<file path="config.mk">
export PLATFORM = sky130hd
export DESIGN_NAME = tsc_front
export DESIGN_NICKNAME = d
export VERILOG_FILES = /design/src/hw/rtl/tsc_pkg.sv /design/src/hw/rtl/tsc_front.sv
export VERILOG_INCLUDE_DIRS = /design/src /design/src/hw/rtl
export SDC_FILE = /design/constraint.sdc
export NUM_CORES = 1
export LEC_CHECK = 0
export BUFFER_PORTS_ARGS = -buffer_cell sky130_fd_sc_hd__buf_2
export CAP_MARGIN = 10
export CORE_MARGIN = 2
export CORE_UTILIZATION = 35
export DETAILED_ROUTE_END_ITERATION = 6
export PLACE_DENSITY_LB_ADDON = 0.08
export SETUP_SLACK_MARGIN = 0.5
export SYNTH_ARGS = -nofsm -noshare
export SYNTH_HDL_FRONTEND = slang
export SYNTH_SLANG_ARGS = --single-unit
</file>
<file path="constraint.sdc">
create_clock -name i_clk -period 17.3 [get_ports i_clk]
set_input_delay 1.73 -clock i_clk [delete_from_list [all_inputs] [get_ports i_clk]]
set_output_delay 1.73 -clock i_clk [all_outputs]
set_load 0.02 [all_outputs]
</file>
<file path="src/hw/rtl/assert_macros.svh">
// Assertion macros for the RTL modules.
// Depends on nothing; taken in by the files that assert.
`ifndef ASSERT_MACROS_SVH
`define ASSERT_MACROS_SVH

// prop must hold at every clock edge outside reset
`define ASSERT_CLK(lbl, clk, rst_n, prop, msg) \
    lbl: assert property (@(posedge clk) disable iff (!rst_n) prop) else $error(msg);

// cond must never be true outside reset
`define ASSERT_NEVER_CLK(lbl, clk, rst_n, cond, msg) \
    lbl: assert property (@(posedge clk) disable iff (!rst_n) !(cond)) else $error(msg);

`endif

</file>
<file path="src/hw/rtl/tsc_pkg.sv">
// Shared widths, constants and the lane type of the Taylor sine/cosine block.
// Depends on nothing; imported by every module of the block.
package tsc_pkg;

    localparam int FRAC_BITS = 28;
    localparam int MAX_TERMS = 8;

    localparam int TC_W     = 4;
    localparam int TC_RESET = 7;
    localparam int ANG_W    = 16;
    localparam int VAL_W    = 32;

    // angle reduction by 360
    localparam int DEG_MOD = 360;
    localparam int MAG_W   = 9;
    localparam int RQ_SH   = 16;
    localparam int RQ_M    = (1 << RQ_SH) / DEG_MOD;
    localparam int RQ_M_W  = 8;
    localparam int RQ_W    = 7;

    // degrees to radians: 3.14159 / 180 with the power of two taken out of 18000000
    localparam longint PI_NUM     = 314159;
    localparam longint PI_DEN_ODD = 140625;
    localparam longint PI_HALF    = 70312;
    localparam longint PI_K       = PI_NUM * (longint'(1) << (FRAC_BITS - 7));
    localparam longint PI_Q       = PI_K / PI_DEN_ODD;
    localparam longint PI_R       = PI_K % PI_DEN_ODD;
    localparam int     PQ_W       = FRAC_BITS - 5;
    localparam int     PR_W       = 18;
    localparam int     V_W        = 26;
    localparam int     D_SH       = V_W + 1;
    localparam longint DM         = (longint'(1) << D_SH) / PI_DEN_ODD;
    localparam int     DM_W       = 10;
    localparam int     DQ_W       = 9;

    // series datapath
    localparam int AX_W   = FRAC_BITS + 3;
    localparam int T_W    = FRAC_BITS + 11;
    localparam int SUM_W  = FRAC_BITS + 12;
    localparam int ML_W   = (T_W + 1) / 2;
    localparam int MH_W   = T_W - ML_W;
    localparam int PROD_W = T_W + AX_W;
    localparam int N_W    = $clog2(2 * MAX_TERMS + 1);
    localparam int IDX_W  = TC_W;

    localparam int DIV_CHUNK = 8;
    localparam int DIV_STEPS = (T_W + DIV_CHUNK - 1) / DIV_CHUNK;
    localparam int DIV_W     = DIV_STEPS * DIV_CHUNK;
    localparam int DIV_LAST  = DIV_STEPS - 1;

    localparam logic [T_W-1:0]    T_ONE  = T_W'(1) << FRAC_BITS;
    localparam logic [PROD_W-1:0] P_HALF = PROD_W'(1) << (FRAC_BITS - 1);

    localparam logic [VAL_W-1:0] VAL_MAX = {1'b0, {(VAL_W - 1){1'b1}}};
    localparam logic [VAL_W-1:0] VAL_MIN = {1'b1, {(VAL_W - 1){1'b0}}};

    typedef struct packed {
        logic                    neg;
        logic [AX_W-1:0]         ax;
        logic [T_W-1:0]          t;
        logic [N_W-1:0]          n;
        logic [IDX_W-1:0]        idx;
        logic signed [SUM_W-1:0] sum;
    } t_lane;

endpackage

</file>
<file path="src/hw/rtl/tsc_front.sv">
// Front end: reduces the angle modulo 360, converts it to radians and seeds term 0.
// Depends on tsc_pkg and assert_macros.svh.
`include "assert_macros.svh"

module tsc_front (
    input  logic                          i_clk,
    input  logic                          i_rst_n,
    input  logic                          i_en,
    input  logic                          i_vld,
    input  logic                          i_cmd,
    input  logic signed [tsc_pkg::ANG_W-1:0] i_angle_deg,
    input  logic [tsc_pkg::TC_W-1:0]      i_term_count,
    output logic                          o_vld,
    output tsc_pkg::t_lane                o_lane
);
    import tsc_pkg::*;

    logic [6:0] r_vld;
    logic [5:0] r_cmd_sr;
    logic [5:0] r_neg_sr;

    logic [ANG_W-1:0] s1_abs;
    logic [ANG_W-1:0] r_s1_abs;
    logic [ANG_W-1:0] r_s2_abs;
    logic [RQ_W-1:0]  r_s2_q;
    logic [MAG_W-1:0] r_s3_mag;
    logic [AX_W-1:0]  r_s4_p;
    logic [V_W-1:0]   r_s4_v;
    logic [AX_W-1:0]  r_s5_p;
    logic [V_W-1:0]   r_s5_v;
    logic [DQ_W-1:0]  r_s5_q;
    logic [AX_W-1:0]  r_s6_ax;
    t_lane            r_lane;

    logic [ANG_W+RQ_M_W-1:0] s2_prod;
    logic [ANG_W-1:0]        s3_qm;
    logic [ANG_W-1:0]        s3_r;
    logic [MAG_W-1:0]        n_s3_mag;
    logic [MAG_W+PQ_W-1:0]   s4_p_full;
    logic [V_W-1:0]          s4_v;
    logic [V_W+DM_W-1:0]     s5_prod;
    logic [V_W-1:0]          s6_qd;
    logic [V_W-1:0]          s6_r;
    logic                    s6_inc;
    logic [AX_W-1:0]         n_s6_ax;
    logic                    s7_cmd;
    logic                    s7_tneg;
    logic [T_W-1:0]          s7_t0;
    logic signed [SUM_W-1:0] s7_t;
    t_lane                   n_lane;

    assign s1_abs = i_angle_deg[ANG_W-1] ? ANG_W'(-i_angle_deg) : ANG_W'(i_angle_deg);

    assign s2_prod = r_s1_abs * RQ_M_W'(RQ_M);

    assign s3_qm    = {{(ANG_W - RQ_W){1'b0}}, r_s2_q} * ANG_W'(DEG_MOD);
    assign s3_r     = r_s2_abs - s3_qm;
    assign n_s3_mag = (s3_r >= ANG_W'(DEG_MOD)) ? MAG_W'(s3_r - ANG_W'(DEG_MOD))
                                                : s3_r[MAG_W-1:0];

    assign s4_p_full = r_s3_mag * PQ_W'(PI_Q);
    assign s4_v      = r_s3_mag * PR_W'(PI_R) + V_W'(PI_HALF);

    assign s5_prod = r_s4_v * DM_W'(DM);

    assign s6_qd   = r_s5_q * V_W'(PI_DEN_ODD);
    assign s6_r    = r_s5_v - s6_qd;
    assign s6_inc  = s6_r >= V_W'(PI_DEN_ODD);
    assign n_s6_ax = r_s5_p + AX_W'(r_s5_q) + AX_W'(s6_inc);

    assign s7_cmd  = r_cmd_sr[5];
    assign s7_tneg = r_neg_sr[5] & ~s7_cmd;
    assign s7_t0   = s7_cmd ? T_ONE : {{(T_W - AX_W){1'b0}}, r_s6_ax};
    assign s7_t    = $signed({{(SUM_W - T_W){1'b0}}, s7_t0});

    always_comb begin
        n_lane     = '0;
        n_lane.neg = r_neg_sr[5];
        n_lane.ax  = r_s6_ax;
        n_lane.t   = s7_t0;
        n_lane.n   = {{(N_W - 1){1'b0}}, ~s7_cmd};
        n_lane.idx = '0;
        if (i_term_count != '0) begin
            n_lane.sum = s7_tneg ? -s7_t : s7_t;
        end
    end

    always_ff @(posedge i_clk) begin
        if (!i_rst_n) begin
            r_vld <= '0;
        end else if (i_en) begin
            r_vld <= {r_vld[5:0], i_vld};
        end
    end

    always_ff @(posedge i_clk) begin
        if (i_en) begin
            r_cmd_sr <= {r_cmd_sr[4:0], i_cmd};
            r_neg_sr <= {r_neg_sr[4:0], i_angle_deg[ANG_W-1]};
            r_s1_abs <= s1_abs;
            r_s2_abs <= r_s1_abs;
            r_s2_q   <= s2_prod[RQ_SH +: RQ_W];
            r_s3_mag <= n_s3_mag;
            r_s4_p   <= s4_p_full[AX_W-1:0];
            r_s4_v   <= s4_v;
            r_s5_p   <= r_s4_p;
            r_s5_v   <= r_s4_v;
            r_s5_q   <= s5_prod[D_SH +: DQ_W];
            r_s6_ax  <= n_s6_ax;
            r_lane   <= n_lane;
        end
    end

    assign o_vld  = r_vld[6];
    assign o_lane = r_lane;

    `ASSERT_CLK(a_mag_range, i_clk, i_rst_n, r_vld[2] |-> (r_s3_mag < MAG_W'(DEG_MOD)), "reduced angle out of range")

endmodule

</file>
==> flow_summary.json <==
{
  "cp.arrival_ns": 8.43,
  "antenna_found_initial": 0,
  "ant_nets": 0,
  "startpoint_type": "register",
  "cpMostUsedCell": "fa_1",
  "pre_cts_ws_ns": 9.09,
  "htree_levels": 2,
  "synth_cell_types": 77,
  "syn_area_per_cell_um2": 11.5,
  "layout.nets": 3198,
  "rrSetupSlack_ns": 9.21,
  "syn_area_um2": 27300,
  "clockBufferDepth": 3,
  "async_reset_ff_share_pct": 0,
  "cp.required_ns": 17.63,
  "r2r-end": "r_s6_ax[30]",
  "ys.flop_type": "edfxtp_1",
  "max_slew.worst_pin.slew_ns": 1.01,
  "insertedDiodeCount": 0,
  "synth_warnings": 0,
  "path_max_fanout": 6,
  "synth_edf_count": 312,
  "worstSetupEndpointType": "register",
  "gp_congestion": 0.839,
  "rr_worst_depth": 29,
  "setup_viol": 0,
  "first_pass_iters": 7,
  "final_util_pct": 39.4,
  "drive_above_1_share_pct": 8.67,
  "period_share_pct": 46.8,
  "setup_ws_ns": 9.21,
  "ios": 146,
  "cts_buffers": 40,
  "ys_ff_latch": 319,
  "worstHoldPathCells": 0,
  "r2r_start": "r_s5_q[6]",
  "area_growth_pct": 11.5,
  "core-area_um2": 77300,
  "min_from": "r_neg_sr[4]",
  "skew_ns": 0.0326,
  "drv_cap": 0,
  "rows": 102,
  "insertion_delay_ns": 0.58,
  "drc_errors": 0,
  "grt_max_degree": 103,
  "viasPerCell": 4.66,
  "dpl_cell_area_um2": 29200,
  "setup.worst_path.class": "register to register",
  "holdBufCountCts": 0,
  "initial_core_util_pct": 35.3,
  "setup_tns_ns": 0,
  "grt_usage_pct": 14.6,
  "routed_wl_um": 57600,
  "die_w_um": 283,
  "wl_per_cell_um": 16.0,
  "clockRootBuffer": "clkbuf_16",
  "slew_viol_final": 0,
  "rsz0062_at_grt": "false",
  "final_area_um2": 30500,
  "hold_viol": 0,
  "vias": 16800,
  "relSlewSlack_pct": 32.9,
  "yosysTopAreaCellShare_pct": 34.3,
  "drt-initial-drc-count": 599,
  "cts.repair.resized": 0,
  "holdPathEnd": "r_neg_sr[5]",
  "fillers": 7514,
  "hold_class": "register to register",
  "die_y_um": 283,
  "max_stage_delay_ns": 0.54,
  "outcome": "completed",
  "clock-sinks": 319,
  "min_period_ns": 8.09,
  "cts.reportedPaths.clkPinSlew_ns": 0.06,
  "grt_pass1_wl_um": 95500,
  "overflow": 0,
  "place_hpwl_um": 46500,
  "synth_top_cell_by_area": "edfxtp_1",
  "critPathSlowestCell": "fa_1",
  "synth-seq-area-share_pct": 34.8,
  "grt_pass1_vias": 18000,
  "syn_inst": 2377,
  "cts_tree": "done",
  "port-buffer-count": 129,
  "synth.area.top_cells": "edfxtp_1 (34%), fa_1 (19%), ha_1 (17%)",
  "postCtsSetupBuffers": 0,
  "die_area_um2": 80300,
  "max_freq_mhz": 124
}
[Yosys cell counts (all sizes together), types with 16 or more instances]
| master | count |
|---|---|
| nor3 | 31 |
| nand2 | 82 |
| o21a | 16 |
| a21o | 28 |
| nor2 | 120 |
| xor2 | 68 |
| inv | 472 |
| edfxtp | 312 |
| fa | 266 |
| nand3 | 26 |
| a21oi | 81 |
| clkbuf | 22 |
| xnor2 | 96 |
| buf | 17 |
| ha | 376 |
| nor2b | 45 |
| o21ai | 66 |
[cells in the final DEF (no fill, tap or decap), types with 13 or more instances in the layout]
master / n
nand3_1: 26
nor2b_1: 43
o21ai_0: 62
o21a_1: 16
or3_1: 15
nand2_1: 82
o21bai_1: 13
xnor2_1: 94
a21oi_1: 80
ha_1: 376
and3_1: 14
xor2_1: 68
clkbuf_16: 40
a21o_1: 28
edfxtp_1: 312
inv_1: 472
conb_1: 16
nor2_1: 120
o211ai_1: 13
o31ai_1: 14
buf_2: 128
fa_1: 266
nor3_1: 31
[worst max-delay path, delay by kind of cell (launching register included)]
family | cells | cell delay, ns
xor gates and xnor gates | 1 | 0.16
AOI/OAI and AO/OA | 10 | 2.34
adders and majority gates | 8 | 3.18
buffers and inverters | 3 | 0.33
DFF | 1 | 0.52
muxes | 1 | 0.34
and+or+nand+nor | 6 | 0.98
[state kept, by name, indices dropped and copies added (netlist names)]
name / cells
o_lane: 104
r_s6_ax: 31
r_s4_p: 30
r_s5_p: 30
r_s4_v: 24
r_s5_v: 24
r_s1_abs: 16
r_s2_abs: 16
r_s3_mag: 9
r_s5_q: 9
r_s2_q: 7
r_vld: 7
r_cmd_sr: 6
r_neg_sr: 6
[how the worst max path moves through the flow]
stage | startpoint | to | slack, ns | depth (start not counted)
finish | r_s5_q[6] | r_s6_ax[30] | 9.21 | 29
floorplan | r_s5_q[6] | r_s6_ax[28] | 10.18 | 28
CTS | r_s5_q[6] | r_s6_ax[30] | 9.09 | 29
global placement | r_s5_q[6] | r_s6_ax[30] | 9.21 | 29
global route | r_s5_q[6] | r_s6_ax[30] | 8.56 | 29
detailed placement | r_s5_q[6] | r_s6_ax[30] | 9.09 | 29
[stage by stage]
step / instances / hold WS [ns]
floorplan: 2392 / 0.400
global placement: 3529 / 0.403
detailed placement: 3529 / 0.405
CTS: 3600 / 0.418
global route: 3600 / 0.423
finish: 3600 / 0.415
[final cells by class]
cell class	instances	area, µm²	area share, %
repair buffers	136	708	2.32
clock buffers	48	1030	3.38
inverters	472	1770	5.82
clock inverters	23	258	0.846
flip-flops and latches	319	9510	31.2
well taps	1040	1300	4.27
multi-input cells	1562	15900	52.1
[kinds of logic after synthesis]
| family | after synthesis | share of synthesized area (%) |
|---|---|---|
| DFF | 319 | 34.8 |
| other | 1 | 0.0137 |
| buffers and inverters | 511 | 7.25 |
| AOI/OAI and AO/OA | 325 | 8.11 |
| muxes | 11 | 0.408 |
| and+or+nand+nor | 404 | 7.40 |
| xor gates and xnor gates | 164 | 5.31 |
| adders and majority gates | 642 | 36.7 |
[metal layers]
layer | track usage (%) | wire length (µm)
met2 | 23.7 | 26100
met1 | 20.5 | 28400
met5 | 0 | 0
met4 | 3.88 | 1190
met3 | 2.24 | 1940
Power is left out: the tool's default activity adds up to more than one toggle a clock period on the data nets, which glitch-free logic cannot reach.
